## src/hdl/wsfs_pkg.sv

```systemverilog
// Shared types and constants for the weighted share feed scheduler.
// No dependencies.
package wsfs_pkg;

   // Command codes of an input item
   localparam logic CMD_REQUEST = 1'b0;
   localparam logic CMD_UPDATE  = 1'b1;

   // Register select bit of the CSR byte address (registers at 0 and 8)
   localparam int unsigned CSR_SEL_BIT = 3;
   localparam logic REG_ACTIVE_SOURCES = 1'b0;
   localparam logic REG_SOURCE_WEIGHTS = 1'b1;

   localparam int unsigned CSR_ADDR_W  = 4;
   localparam int unsigned CSR_DATA_W  = 64;
   localparam int unsigned COUNT_W     = 16;
   localparam int unsigned WEIGHT_W    = 8;
   localparam int unsigned NUM_WEIGHTS = 8;

   typedef struct packed {
      logic       command;
      logic [2:0] source_select;
      logic [7:0] stored_length;
   } req_type;

   typedef struct packed {
      logic       granted;
      logic [2:0] chosen_source;
      logic [7:0] item_position;
   } rsp_type;

   typedef enum logic [8:0] {
      ST_CLEAR = 9'b000000001,
      ST_IDLE  = 9'b000000010,
      ST_READ  = 9'b000000100,
      ST_SUM   = 9'b000001000,
      ST_WRAP  = 9'b000010000,
      ST_MULT  = 9'b000100000,
      ST_DEF   = 9'b001000000,
      ST_HALVE = 9'b010000000,
      ST_OUT   = 9'b100000000
   } state_type;

endpackage

```

## src/hdl/wsfs_ram.sv

```systemverilog
// Generic single-write, single-read RAM with registered read data.
// No dependencies.
module wsfs_ram #(
   parameter int unsigned WIDTH = 8,
   parameter int unsigned DEPTH = 8
) (
   input  logic                     clock,
   input  logic                     wr_en,
   input  logic [$clog2(DEPTH)-1:0] wr_addr,
   input  logic [WIDTH-1:0]         wr_data,
   input  logic [$clog2(DEPTH)-1:0] rd_addr,
   output logic [WIDTH-1:0]         rd_data
);

   logic [WIDTH-1:0] mem_ff [DEPTH];
   logic [WIDTH-1:0] rd_data_ff;

   always_ff @(posedge clock) begin
      if (wr_en) begin
         mem_ff[wr_addr] <= wr_data;
      end
      rd_data_ff <= mem_ff[rd_addr];
   end

   assign rd_data = rd_data_ff;

endmodule

```

## src/hdl/weighted_share_feed_scheduler.sv

```systemverilog
// Top level of the weighted share feed scheduler.
// Depends on wsfs_pkg and wsfs_ram.
//
// Usage:
//  - req channel (valid/ready, payload wsfs_pkg::req_type): a request item
//    (command 0) asks for the next source to read and its item position; an
//    update item (command 1) sets the stored length of source_select.
//  - rsp channel (valid/ready, payload wsfs_pkg::rsp_type): one item per
//    request item. Updates and requests with no active source return zeros.
//  - csr port (APB style, 64-bit data): active_sources at 0x0, eight packed
//    8-bit source weights at 0x8. Write only while the block is idle.
//  - Flow: an update or an empty request passes through ST_OUT to the rsp
//    register. A grant runs ST_READ, ST_SUM and ST_WRAP (next-index wrap),
//    then ST_MULT and ST_DEF for a deficit pick, and ST_HALVE when counts
//    are halved. The count RAM carries this: one entry per cycle is swept
//    for the weight/count sums, then again through the two-stage deficit
//    multiply/compare, then again for halving.
//  - One item is in flight at a time; a new item is taken while the last
//    result still sits in the rsp register.
//  - Reset: a clearing pass writes zero to every RAM entry, one entry per
//    cycle; req_ready stays low meanwhile.
//  - Output stall: a finished result waits in ST_OUT until the rsp register
//    frees up; nothing is lost.
module weighted_share_feed_scheduler #(
   parameter int unsigned MAX_SOURCES = 8,
   parameter int unsigned HALVE_LIMIT = 1000
) (
   input  logic                                 clock,
   input  logic                                 reset,
   // request channel
   input  logic                                 req_valid,
   output logic                                 req_ready,
   input  wsfs_pkg::req_type                    req_data,
   // result channel
   output logic                                 rsp_valid,
   input  logic                                 rsp_ready,
   output wsfs_pkg::rsp_type                    rsp_data,
   // configuration port
   input  logic                                 csr_psel,
   input  logic                                 csr_penable,
   input  logic                                 csr_pwrite,
   input  logic [wsfs_pkg::CSR_ADDR_W-1:0]      csr_paddr,
   input  logic [wsfs_pkg::CSR_DATA_W-1:0]      csr_pwdata,
   output logic [wsfs_pkg::CSR_DATA_W-1:0]      csr_prdata,
   output logic                                 csr_pready
);

   // Index width, and count width able to hold MAX_SOURCES itself
   localparam int unsigned IW    = $clog2(MAX_SOURCES);
   localparam int unsigned CNT_W = IW + 1;
   localparam int unsigned CW    = wsfs_pkg::COUNT_W;
   localparam int unsigned WW    = wsfs_pkg::WEIGHT_W;
   // Sum of weights, sum of counts, products, deficit
   localparam int unsigned W_W   = WW + CNT_W;
   localparam int unsigned T_W   = CW + CNT_W;
   localparam int unsigned P_W   = WW + T_W;
   localparam int unsigned WT_W  = W_W + T_W;
   localparam int unsigned D_W   = WT_W + 1;

   // ---------------------------------------------------------------
   // Registers
   // ---------------------------------------------------------------
   wsfs_pkg::state_type   state_ff, state_in;
   logic [IW-1:0]         clr_ff, clr_in;
   logic [IW-1:0]         cur_ff, cur_in;
   logic [CNT_W-1:0]      idx_ff, idx_in;       // sweep issue index
   logic                  dv_ff, dv_in;         // RAM read data valid
   logic [IW-1:0]         didx_ff, didx_in;     // index of RAM read data
   logic                  pv_ff, pv_in;         // products valid
   logic [IW-1:0]         pidx_ff, pidx_in;
   logic [P_W-1:0]        pa_ff, pa_in;         // w_i * T
   logic [P_W-1:0]        pb_ff, pb_in;         // c_i * W
   logic [W_W-1:0]        w_sum_ff, w_sum_in;
   logic [T_W-1:0]        t_sum_ff, t_sum_in;
   logic [CW-1:0]         cnt0_ff, cnt0_in;
   logic [CNT_W-1:0]      nxt_ff, nxt_in;
   logic signed [D_W-1:0] best_ff, best_in;
   wsfs_pkg::rsp_type     res_ff, res_in;
   logic                  rsp_valid_ff, rsp_valid_in;
   wsfs_pkg::rsp_type     rsp_data_ff, rsp_data_in;
   logic [3:0]            active_ff, active_in;
   logic [63:0]           weights_ff, weights_in;

   // ---------------------------------------------------------------
   // RAMs: item positions, stored lengths, read counts
   // ---------------------------------------------------------------
   logic          pos_we, len_we, cnt_we;
   logic [IW-1:0] pos_waddr, len_waddr, cnt_waddr, cnt_raddr;
   logic [7:0]    pos_wdata, len_wdata, pos_rd, len_rd;
   logic [CW-1:0] cnt_wdata, cnt_rd;

   wsfs_ram #(.WIDTH(8), .DEPTH(MAX_SOURCES)) u_pos_ram (
      .clock  (clock),
      .wr_en  (pos_we),
      .wr_addr(pos_waddr),
      .wr_data(pos_wdata),
      .rd_addr(cur_ff),
      .rd_data(pos_rd)
   );

   wsfs_ram #(.WIDTH(8), .DEPTH(MAX_SOURCES)) u_len_ram (
      .clock  (clock),
      .wr_en  (len_we),
      .wr_addr(len_waddr),
      .wr_data(len_wdata),
      .rd_addr(cur_ff),
      .rd_data(len_rd)
   );

   wsfs_ram #(.WIDTH(CW), .DEPTH(MAX_SOURCES)) u_cnt_ram (
      .clock  (clock),
      .wr_en  (cnt_we),
      .wr_addr(cnt_waddr),
      .wr_data(cnt_wdata),
      .rd_addr(cnt_raddr),
      .rd_data(cnt_rd)
   );

   // ---------------------------------------------------------------
   // Helpers
   // ---------------------------------------------------------------
   logic [4:0]            act_ext;
   logic [CNT_W-1:0]      n_act;        // active count, clamped
   logic                  iss;          // sweep still issuing reads
   logic [IW+3:0]         didx_ext;
   logic [WW-1:0]         w_sel;        // weight of didx_ff
   logic [4:0]            sel_ext;
   logic                  sel_ok;
   logic [8:0]            pos_inc;
   logic [WT_W-1:0]       wt_prod;
   logic signed [D_W-1:0] d_val;
   logic                  req_fire, csr_wr, halve;
   logic [IW+2:0]         cur_ext;

   assign act_ext = {1'b0, active_ff};
   assign n_act   = (act_ext > 5'(MAX_SOURCES)) ? CNT_W'(MAX_SOURCES)
                                                : act_ext[CNT_W-1:0];
   assign iss     = (idx_ff < n_act);

   // Sources at index 8 and above carry no weight
   assign didx_ext = {4'b0000, didx_ff};
   always_comb begin
      w_sel = '0;
      for (int k = 0; k < wsfs_pkg::NUM_WEIGHTS; k++) begin
         if (didx_ext == (IW+4)'(k)) begin
            w_sel = weights_ff[WW*k +: WW];
         end
      end
   end

   assign sel_ext = {2'b00, req_data.source_select};
   assign sel_ok  = (sel_ext < 5'(MAX_SOURCES));
   assign pos_inc = {1'b0, pos_rd} + 9'd1;
   assign wt_prod = WT_W'(w_sum_ff) * WT_W'(t_sum_ff);
   assign d_val   = $signed({{(D_W-P_W){1'b0}}, pa_ff})
                  - $signed({{(D_W-P_W){1'b0}}, pb_ff});
   assign halve   = (cnt0_ff > CW'(HALVE_LIMIT));
   assign cur_ext = {3'b000, cur_ff};

   assign req_ready = (state_ff == wsfs_pkg::ST_IDLE);
   assign req_fire  = req_valid && req_ready;
   assign csr_wr    = csr_psel && csr_penable && csr_pwrite && csr_pready;

   // ---------------------------------------------------------------
   // RAM port control
   // ---------------------------------------------------------------
   always_comb begin
      pos_we    = 1'b0;
      pos_waddr = cur_ff;
      pos_wdata = (pos_inc >= {1'b0, len_rd}) ? 8'd0 : pos_inc[7:0];
      len_we    = 1'b0;
      len_waddr = sel_ext[IW-1:0];
      len_wdata = req_data.stored_length;
      cnt_we    = 1'b0;
      cnt_waddr = cur_ff;
      cnt_wdata = (cnt_rd == '1) ? cnt_rd : cnt_rd + CW'(1);
      cnt_raddr = (state_ff == wsfs_pkg::ST_IDLE) ? cur_ff : idx_ff[IW-1:0];
      unique case (state_ff)
         wsfs_pkg::ST_CLEAR: begin
            pos_we    = 1'b1;
            pos_waddr = clr_ff;
            pos_wdata = '0;
            len_we    = 1'b1;
            len_waddr = clr_ff;
            len_wdata = '0;
            cnt_we    = 1'b1;
            cnt_waddr = clr_ff;
            cnt_wdata = '0;
         end
         wsfs_pkg::ST_IDLE: begin
            len_we = req_fire && (req_data.command == wsfs_pkg::CMD_UPDATE) && sel_ok;
         end
         wsfs_pkg::ST_READ: begin
            // advance position, bump count (saturating)
            pos_we = 1'b1;
            cnt_we = 1'b1;
         end
         wsfs_pkg::ST_HALVE: begin
            cnt_we    = dv_ff;
            cnt_waddr = didx_ff;
            cnt_wdata = cnt_rd >> 1;
         end
         wsfs_pkg::ST_SUM, wsfs_pkg::ST_WRAP, wsfs_pkg::ST_MULT,
         wsfs_pkg::ST_DEF, wsfs_pkg::ST_OUT: begin
         end
         default: begin
         end
      endcase
   end

   // ---------------------------------------------------------------
   // Sequencer
   // ---------------------------------------------------------------
   always_comb begin
      state_in     = state_ff;
      clr_in       = clr_ff;
      cur_in       = cur_ff;
      idx_in       = idx_ff;
      dv_in        = 1'b0;
      didx_in      = idx_ff[IW-1:0];
      pv_in        = 1'b0;
      pidx_in      = didx_ff;
      pa_in        = P_W'(w_sel) * P_W'(t_sum_ff);
      pb_in        = P_W'(cnt_rd) * P_W'(w_sum_ff);
      w_sum_in     = w_sum_ff;
      t_sum_in     = t_sum_ff;
      cnt0_in      = cnt0_ff;
      nxt_in       = nxt_ff;
      best_in      = best_ff;
      res_in       = res_ff;
      rsp_valid_in = rsp_valid_ff && !rsp_ready;
      rsp_data_in  = rsp_data_ff;
      active_in    = active_ff;
      weights_in   = weights_ff;

      if (csr_wr) begin
         unique case (csr_paddr[wsfs_pkg::CSR_SEL_BIT])
            wsfs_pkg::REG_ACTIVE_SOURCES: active_in  = csr_pwdata[3:0];
            wsfs_pkg::REG_SOURCE_WEIGHTS: weights_in = csr_pwdata;
            default: begin
            end
         endcase
      end

      unique case (state_ff)
         wsfs_pkg::ST_CLEAR: begin
            clr_in = clr_ff + IW'(1);
            if (clr_ff == IW'(MAX_SOURCES - 1)) begin
               state_in = wsfs_pkg::ST_IDLE;
            end
         end

         wsfs_pkg::ST_IDLE: begin
            if (req_fire) begin
               res_in = '0;
               if (req_data.command == wsfs_pkg::CMD_UPDATE || n_act == '0) begin
                  state_in = wsfs_pkg::ST_OUT;
               end else begin
                  state_in = wsfs_pkg::ST_READ;
               end
            end
         end

         wsfs_pkg::ST_READ: begin
            res_in.granted       = 1'b1;
            res_in.chosen_source = cur_ext[2:0];
            res_in.item_position = pos_rd;
            nxt_in   = {1'b0, cur_ff} + CNT_W'(1);
            idx_in   = '0;
            w_sum_in = '0;
            t_sum_in = '0;
            state_in = wsfs_pkg::ST_SUM;
         end

         // Sweep counts after the increment: W, T and count 0
         wsfs_pkg::ST_SUM: begin
            if (iss) begin
               idx_in = idx_ff + CNT_W'(1);
            end
            dv_in = iss;
            if (dv_ff) begin
               w_sum_in = w_sum_ff + W_W'(w_sel);
               t_sum_in = t_sum_ff + T_W'(cnt_rd);
               if (didx_ff == '0) begin
                  cnt0_in = cnt_rd;
               end
            end
            if (!iss && !dv_ff) begin
               state_in = wsfs_pkg::ST_WRAP;
            end
         end

         // Default next index: (cur + 1) mod n by repeated subtraction
         wsfs_pkg::ST_WRAP: begin
            if (n_act > CNT_W'(1) && nxt_ff >= n_act) begin
               nxt_in = nxt_ff - n_act;
            end else if (n_act > CNT_W'(1) && t_sum_ff != '0) begin
               state_in = wsfs_pkg::ST_MULT;
            end else begin
               cur_in   = (n_act > CNT_W'(1)) ? nxt_ff[IW-1:0] : '0;
               idx_in   = '0;
               state_in = halve ? wsfs_pkg::ST_HALVE : wsfs_pkg::ST_OUT;
            end
         end

         wsfs_pkg::ST_MULT: begin
            best_in  = -$signed({1'b0, wt_prod});
            idx_in   = '0;
            state_in = wsfs_pkg::ST_DEF;
         end

         // Deficit argmax: read, multiply, compare (first max wins)
         wsfs_pkg::ST_DEF: begin
            if (iss) begin
               idx_in = idx_ff + CNT_W'(1);
            end
            dv_in = iss;
            pv_in = dv_ff;
            if (pv_ff && d_val > best_ff) begin
               best_in = d_val;
               nxt_in  = {1'b0, pidx_ff};
            end
            if (!iss && !dv_ff && !pv_ff) begin
               cur_in   = nxt_ff[IW-1:0];
               idx_in   = '0;
               state_in = halve ? wsfs_pkg::ST_HALVE : wsfs_pkg::ST_OUT;
            end
         end

         wsfs_pkg::ST_HALVE: begin
            if (iss) begin
               idx_in = idx_ff + CNT_W'(1);
            end
            dv_in = iss;
            if (!iss && !dv_ff) begin
               state_in = wsfs_pkg::ST_OUT;
            end
         end

         wsfs_pkg::ST_OUT: begin
            if (!rsp_valid_ff || rsp_ready) begin
               rsp_valid_in = 1'b1;
               rsp_data_in  = res_ff;
               state_in     = wsfs_pkg::ST_IDLE;
            end
         end

         default: begin
            state_in = wsfs_pkg::ST_IDLE;
         end
      endcase
   end

   always_ff @(posedge clock) begin
      if (reset) begin
         state_ff     <= wsfs_pkg::ST_CLEAR;
         clr_ff       <= '0;
         cur_ff       <= '0;
         idx_ff       <= '0;
         dv_ff        <= 1'b0;
         pv_ff        <= 1'b0;
         rsp_valid_ff <= 1'b0;
         active_ff    <= '0;
         weights_ff   <= '0;
      end else begin
         state_ff     <= state_in;
         clr_ff       <= clr_in;
         cur_ff       <= cur_in;
         idx_ff       <= idx_in;
         dv_ff        <= dv_in;
         pv_ff        <= pv_in;
         rsp_valid_ff <= rsp_valid_in;
         active_ff    <= active_in;
         weights_ff   <= weights_in;
      end
      didx_ff     <= didx_in;
      pidx_ff     <= pidx_in;
      pa_ff       <= pa_in;
      pb_ff       <= pb_in;
      w_sum_ff    <= w_sum_in;
      t_sum_ff    <= t_sum_in;
      cnt0_ff     <= cnt0_in;
      nxt_ff      <= nxt_in;
      best_ff     <= best_in;
      res_ff      <= res_in;
      rsp_data_ff <= rsp_data_in;
   end

   assign rsp_valid  = rsp_valid_ff;
   assign rsp_data   = rsp_data_ff;
   assign csr_pready = 1'b1;
   assign csr_prdata = (csr_paddr[wsfs_pkg::CSR_SEL_BIT] == wsfs_pkg::REG_SOURCE_WEIGHTS)
                       ? weights_ff
                       : {{(wsfs_pkg::CSR_DATA_W-4){1'b0}}, active_ff};

endmodule

```

## config.mk

```make
export PLATFORM = sky130hd
export DESIGN_NAME = weighted_share_feed_scheduler
export DESIGN_NICKNAME = d
export VERILOG_FILES = /design/src/hdl/wsfs_pkg.sv /design/src/hdl/wsfs_ram.sv /design/src/hdl/weighted_share_feed_scheduler.sv
export SDC_FILE = /design/constraint.sdc
export NUM_CORES = 2
export LEC_CHECK = 0
export BUFFER_PORTS_ARGS = -buffer_cell sky130_fd_sc_hd__buf_4
export CAP_MARGIN = 15
export CORE_ASPECT_RATIO = 1.4
export CORE_UTILIZATION = 30
export CTS_CLUSTER_SIZE = 24
export DETAILED_ROUTE_END_ITERATION = 8
export PLACE_DENSITY_LB_ADDON = 0.2
export SETUP_SLACK_MARGIN = 0.02
export SKIP_CTS_REPAIR_TIMING = 1
export SLEW_MARGIN = 15
export SYNTH_ARGS = -nofsm -noshare
export SYNTH_HDL_FRONTEND = slang
export SYNTH_SLANG_ARGS = --single-unit
```

## constraint.sdc

```tcl
create_clock -name clock -period 7.7 [get_ports clock]
set_clock_uncertainty 0.05 [all_clocks]
set_input_delay 1.155 -clock clock [delete_from_list [all_inputs] [get_ports clock]]
set_output_delay 1.155 -clock clock [all_outputs]
set_load 0.005 [all_outputs]
```

**Word-level counts from Yosys, hierarchy flattened**

Memories as Yosys holds them, arrays and structs flattened. A register that Yosys moved wholly into a read port is not among the register bits.
Index checks and enable logic that the tools add are counted.

- Bits in latches: 0
- Memory bits (writable): 256
- ROM bits: 0
- Output and inout bits: 79
- Bits in registers: 261
- Memories kept: 3
- Word-level logic and storage cells: 187
- Input bits: 87

Memory list:

| memory | words | width | read ports | clocked after Yosys merged registers in | wr ports | line | source |
|---|---|---|---|---|---|---|---|
| u_cnt_ram.mem_ff | 8 | 16 | 1 | 1 | 1 | wsfs_ram.sv:15 | `logic [WIDTH-1:0] mem_ff [DEPTH];` |
| u_len_ram.mem_ff | 8 | 8 | 1 | 1 | 1 | wsfs_ram.sv:15 |  |
| u_pos_ram.mem_ff | 8 | 8 | 1 | 1 | 1 | wsfs_ram.sv:15 |  |

- $lt $le $gt $ge: 8
- Shift-type cells: 0
- Mux-type cells: 62
- $add $sub $neg: 10
- $mul: 3
- Equal/unequal tests: 29
- Bitwise logic cells: 3
- Div/mod/pow operators: 0
- Reduce and logical (&&, ||, !) cells: 45

Operators by type and width:

| kind | number |
|---|---|
| 9-bit 2-to-1 mux | 10 |
| 8-bit 2-to-1 mux | 11 |
| 9-bit one-hot mux with 9 select lines | 1 |
| 33-bit one-hot mux with 2 select lines | 1 |
| 64-bit 2-to-1 mux | 1 |
| 12-bit one-hot mux with 2 select lines | 2 |
| 20-bit one-hot mux with 2 select lines | 1 |
| 29-bit by 33-bit greater-than comparator with 1-bit output | 1 |
| 33-bit 2-to-1 mux | 1 |
| 32-bit negator with 33-bit output | 1 |
| 12-bit by 20-bit multiplier with 32-bit output | 1 |
| 16-bit one-hot mux with 2 select lines | 1 |
| 28-bit by 28-bit subtractor with 29-bit output | 1 |
| 16-bit by 12-bit multiplier with 28-bit output | 1 |
| 8-bit by 20-bit multiplier with 28-bit output | 1 |
| 4-bit 2-to-1 mux | 7 |
| 12-bit 2-to-1 mux | 2 |
| 3-bit 2-to-1 mux | 7 |
| 20-bit by 16-bit adder with 20-bit output | 1 |
| 20-bit 2-to-1 mux | 1 |
| 2-bit inequality test, second input constant | 10 |
| 20-bit nonzero test | 1 |
| 16-bit by 1-bit adder with 16-bit output, second input constant | 1 |
| 16-bit == test, second input constant | 1 |
| 48 further kinds | 94 |

**Longest topological paths before layout**

- Depth after elaboration: 12
- Gate-level depth with buffers: 24
- Depth with buffers taken out: 22

**By module**

A second synthesis with hierarchy kept.

- Cell total of the unflattened synthesis: 4168
- Area, all modules: 43630.6 µm²

By module, submodules not included:

| module | area an instance (µm²) | cells each | times used | seq. area each (µm²) |
|---|---|---|---|---|
| weighted_share_feed_scheduler | 32954.1 | 3726 | 1 | 6316.1 |
| wsfs_ram (u_len_ram ...) | 2691.3 | 114 | 2 | 2082.0 |
| wsfs_ram (u_cnt_ram) | 5293.8 | 214 | 1 | 4164.0 |

**Worst setup path before layout**

OpenSTA, ideal clock, no wires.

- Kind: register to register
- Start: register didx_ff[0]
- End: register pa_ff[26]
- Arrival time: 6.624 ns
- Library setup time: 0.072 ns
- Required time: 7.578 ns
- Cell stages (with the launch flop): 24
- Buffers on the path: 2
- Setup slack: 0.954 ns
- Period minus slack after synthesis: 6.746 ns
- Path through: dfxtp_1 clkbuf_1 mux4_2 mux2i_1 clkbuf_1 inv_1 nand2_1 fa_1 fa_1 inv_1 fa_1 inv_1 fa_1 inv_1 ha_1 or3_1 and4_1 a21oi_1 o32ai_1 a2111oi_0 nor3_1 a211o_1 a21oi_1 xnor2_1

- Word-level cells in the longest chain between the ends: 10
- Elaborated cells on any way between the ends: 17
- Those cells by class: mul: 1; eq/ne: 7; mux: 8; reduce/logical: 1

Ends and longest elaborated chain:

| element | line | source |
|---|---|---|
| start, declared | weighted_share_feed_scheduler.sv:68 | `logic [IW-1:0] didx_ff, didx_in;` |
| start signal, assigned | weighted_share_feed_scheduler.sv:376 | `didx_ff <= didx_in;` |
| 7-bit logical NOT | weighted_share_feed_scheduler.sv:145 | `if (didx_ext == (IW+4)'(k)) begin` |
| 8-bit 2-to-1 mux (7 in series) | weighted_share_feed_scheduler.sv:145 |  |
| 8-bit 2-to-1 mux * | weighted_share_feed_scheduler.sv:145 |  |
| 8-bit by 20-bit multiplier with 28-bit output * | weighted_share_feed_scheduler.sv:223 | `pa_in = P_W'(w_sel) * P_W'(t_sum_ff);` |
| named net pa_in[26] | weighted_share_feed_scheduler.sv:71 | `logic [P_W-1:0] pa_ff, pa_in;` |
| end signal, assigned | weighted_share_feed_scheduler.sv:378 | `pa_ff <= pa_in;` |
| end, declared | weighted_share_feed_scheduler.sv:71 |  |

Mark *: on every way through the listed nets, which the timed path passes. The rest lies on a longest branch.
A chain may end at the register's enable or synchronous reset.

**Worst setup path after layout**

- Start: register w_sum_ff[5]
- End: register pb_ff[27]

- Word-level cells in the longest chain between the ends: 1

Ends and longest elaborated chain:

| element | line | source |
|---|---|---|
| start, declared | weighted_share_feed_scheduler.sv:73 | `logic [W_W-1:0] w_sum_ff, w_sum_in;` |
| start signal, assigned | weighted_share_feed_scheduler.sv:380 | `w_sum_ff <= w_sum_in;` |
| 16-bit by 12-bit multiplier with 28-bit output | weighted_share_feed_scheduler.sv:224 | `pb_in = P_W'(cnt_rd) * P_W'(w_sum_ff);` |
| named net pb_in[27] | weighted_share_feed_scheduler.sv:72 | `logic [P_W-1:0] pb_ff, pb_in;` |
| end signal, assigned | weighted_share_feed_scheduler.sv:379 | `pb_ff <= pb_in;` |
| end, declared | weighted_share_feed_scheduler.sv:72 |  |

The timed path passes the listed nets, and every way through them passes these cells.

==> impl_metrics.py <==
metrics = {
    "status": {
        "status": "finished, final reports clean",
    },
    "synthesis": {
        "synth.avg_cell_area_um2": 9.96,
        "syn_area_um2": 44200,
        "ys_ff_latch": 549,
        "ys_warn_count": 0,
        "syn_nets": 5270,
        "synth.top_cells.by_area": "edfxtp_1 25%, fa_1 20%, ha_1 8.8%, dfxtp_1 8.3%, nand2_1 5.8%",
        "synth_cell_types": 85,
        "synth_edf_count": 365,
        "synthArstFlopShare": 0,
        "ys.flop_type": "edfxtp_1",
        "synth_top_area_cell": "edfxtp_1",
        "synth_top_cell_area_share": 0.248,
        "synthCells": 4438,
        "ys_seq_area_frac": 0.331,
    },
    "clock_network": {
        "htree_levels": 2,
        "clkTransAtPathRegs_ns": 0.06,
        "cts_tree": "yes",
        "cts_buffers": 60,
        "clockBufferDepth": 3,
        "cts_sinks": 549,
        "clock_latency_ns": 0.70,
        "root_buffer": "clkbuf_16",
    },
    "finish": {
        "final_cell_mix": "682 x nand2_1, 585 x inv_1, 435 x fa_1, 365 x edfxtp_1, 337 x and2_1",
        "area_growth_pct": 12.4,
        "fillers": 15100,
        "final_common_cell": "nand2_1",
        "drive_gt1_frac": 0.101,
        "fin_nets": 5359,
        "final_area_um2": 49700,
    },
    "routing": {
        "drt-total-wl_um": 127000,
        "wl_per_cell_um": 19.5,
        "drt_iter0_drc": 1394,
        "drc": 0,
        "dr.pass1.iters": 7,
        "detail-route-antenna-nets": 0,
        "via_count": 31100,
        "vias_per_cell": 4.77,
    },
    "worst_setup_path": {
        "start_kind": "register",
        "crit_start": "w_sum_ff[5]$_SDFFCE_PN0P_",
        "path_class": "reg -> reg",
        "critPathCaptureType": "register",
        "crit_arrival_ns": 7.36,
        "slowest_stage": "edfxtp_1",
        "critPathBufInv": 4,
        "cp_cell_sequence": "buf_4 > nand2_1 > fa_1 > fa_1 > inv_1 > fa_1 > fa_1 > inv_1 > fa_1 > inv_1 > ha_1 > a21o_1 > a2111oi_0 > or3b_1 > a21oi_1 > a21bo_2 > o311a_1 > nor2_1 > a21bo_2 > a211o_1",
        "critPathTopFamily": "adder cells",
        "max_stage_delay_ns": 0.71,
        "path_max_fanout": 26,
        "required_ns": 8.16,
        "crit_path_frequent_cell": "fa_1",
        "rr_startpoint": "w_sum_ff[5]$_SDFFCE_PN0P_",
    },
    "timing": {
        "clock.fmax_mhz": 145,
        "min_period_over_period": 0.896,
        "hold_viol": 0,
        "final_max_slew_viol_count": 0,
        "setup_viol": 0,
        "tns_ns": 0,
        "rsz0062_at_grt": "false",
        "slew_headroom": 0.279,
        "post-route-min-period_ns": 6.90,
        "worst_slew_pin_slew_ns": 1.08,
    },
    "die": {
        "die_w_um": 326,
        "io_pins": 166,
        "dieHeight_um": 456,
        "rows": 166,
        "core-area_um2": 146000,
        "start_util": 0.302,
        "dieArea_um2": 149000,
    },
    "worst_hold_path": {
        "hold_start": "res_ff[1]$_SDFFCE_PN0P_",
        "holdCritPathClass": "reg -> reg",
    },
    "grt": {
        "grt_pass1_vias": 33100,
        "grt_usage": 0.171,
        "grt_max_degree": 69,
        "antenna_found_initial": 5,
        "grt.overflow.total": 0,
        "grt_pass1_wl_um": 197000,
    },
    "pwr": {
        "peakVddDrop_uv": 222,
        "leakage_nw": 21.3,
        "power_density_nw_per_um2": 195,
    },
    "placed_design": {
        "hpwlAfterDp_um": 95700,
        "post_dp_cell_area_um2": 47700,
        "io_buffers": 161,
        "place.gp.congestion": 0.826,
    },
    "run": {
        "drv_cap": 0,
    },
}
## through the flow
step	total power [W]	setup WS [ns]	hold slack, ns	utilization	instances
6_report	0.00970	0.797	0.366	0.340	6515
5_1_grt	0.0102	0.466	0.379	0.340	6513
4_1_cts	0.00985	0.759	0.370	0.340	6510
3_5_place_dp	0.00685	0.839	0.356	0.326	6397
3_3_place_gp	0.00681	0.857	0.354	0.326	6397
2_1_floorplan	0.00575	0.954	0.279	-	4438
## sequential cells by signal (all words and copies together) (netlist names), 20 cells and up
register	count
u_cnt_ram.mem_ff	128
u_len_ram.mem_ff	64
u_pos_ram.mem_ff	64
weights_ff	64
best_ff	33
pa_ff	28
pb_ff	28
t_sum_ff	20
## area by class of cell
type | instances | area (um2) | share of cell area
multi-input combinational | 3077 | 26400 | 0.532
antenna | 5 | 12.5 | 0.000252
clock inverter | 41 | 424 | 0.00854
tap | 1932 | 2420 | 0.0487
sequential | 549 | 14600 | 0.295
inverter | 585 | 2200 | 0.0442
timing repair buffer | 254 | 1940 | 0.0391
clock buffer | 72 | 1580 | 0.0318
## logic make-up after synthesis
family                   share of synthesized area
AO/OA/AOI/OAI                               0.0793
XOR/XNOR                                    0.0258
adder cells (fa/ha/maj)                      0.285
AND/OR/NAND/NOR                              0.171
other                                    0.0000848
multiplexers                                0.0361
buffers and inverters                       0.0720
flip-flops                                   0.331
## layer usage
layer / GRT usage / vias up / wire length (um)
li1: - / 14700 / -
met1: 0.191 / 15800 / 50000
met2: 0.339 / 407 / 70600
met3: 0.0148 / 164 / 2870
met4: 0.0490 / 2 / 3530
met5: 0 / - / 13
## cell usage after synthesis, types with 5 or more instances
cell       count
a41oi_1        6
o21ai_0       79
clkbuf_1     189
nor2b_1       74
edfxtp_1     365
or2_2          6
nand2b_1      33
and3_1        19
a31oi_1       11
buf_1         13
mux2_2        31
o21ai_1       19
a211o_1        8
o311ai_0       5
and2_1       337
xnor2_1       89
fa_1         435
o211ai_1       7
a22o_1        13
inv_1        585
a21oi_1      198
nand3_1      126
nor4_1        15
o31ai_1        6
o21bai_1      16
xor2_1        41
or3_1         15
nor3_1        26
buf_2          8
nor2_1       159
a211oi_1      27
a21o_1        75
dfxtp_1      184
nand4_1       23
ha_1         310
or4_1          6
nor3b_1        8
o31a_1         9
mux2i_1       12
o21a_1        25
buf_6         16
a2111oi_0      7
nand2_1      682
and4_1         6
mux4_2        48
## final timing paths
kind | endpoint | slack, ns | cells past startpoint
hold reg to reg | rsp_data[1]$_DFFE_PP_ | 0.37 | 0
setup / recovery | pb_ff[27]$_DFF_P_ | 0.80 | 20
hold / removal | rsp_data[1]$_DFFE_PP_ | 0.37 | 0
setup reg to reg | pb_ff[27]$_DFF_P_ | 0.80 | 20
## where the power goes
part           switching, W  total (W)  internal [W]
logic               0.00167    0.00263      0.000959
registers          0.000328    0.00411       0.00378
clock network       0.00132    0.00296       0.00164
total               0.00332    0.00970       0.00638
Note: power is estimated with default switching activity, not from simulation.
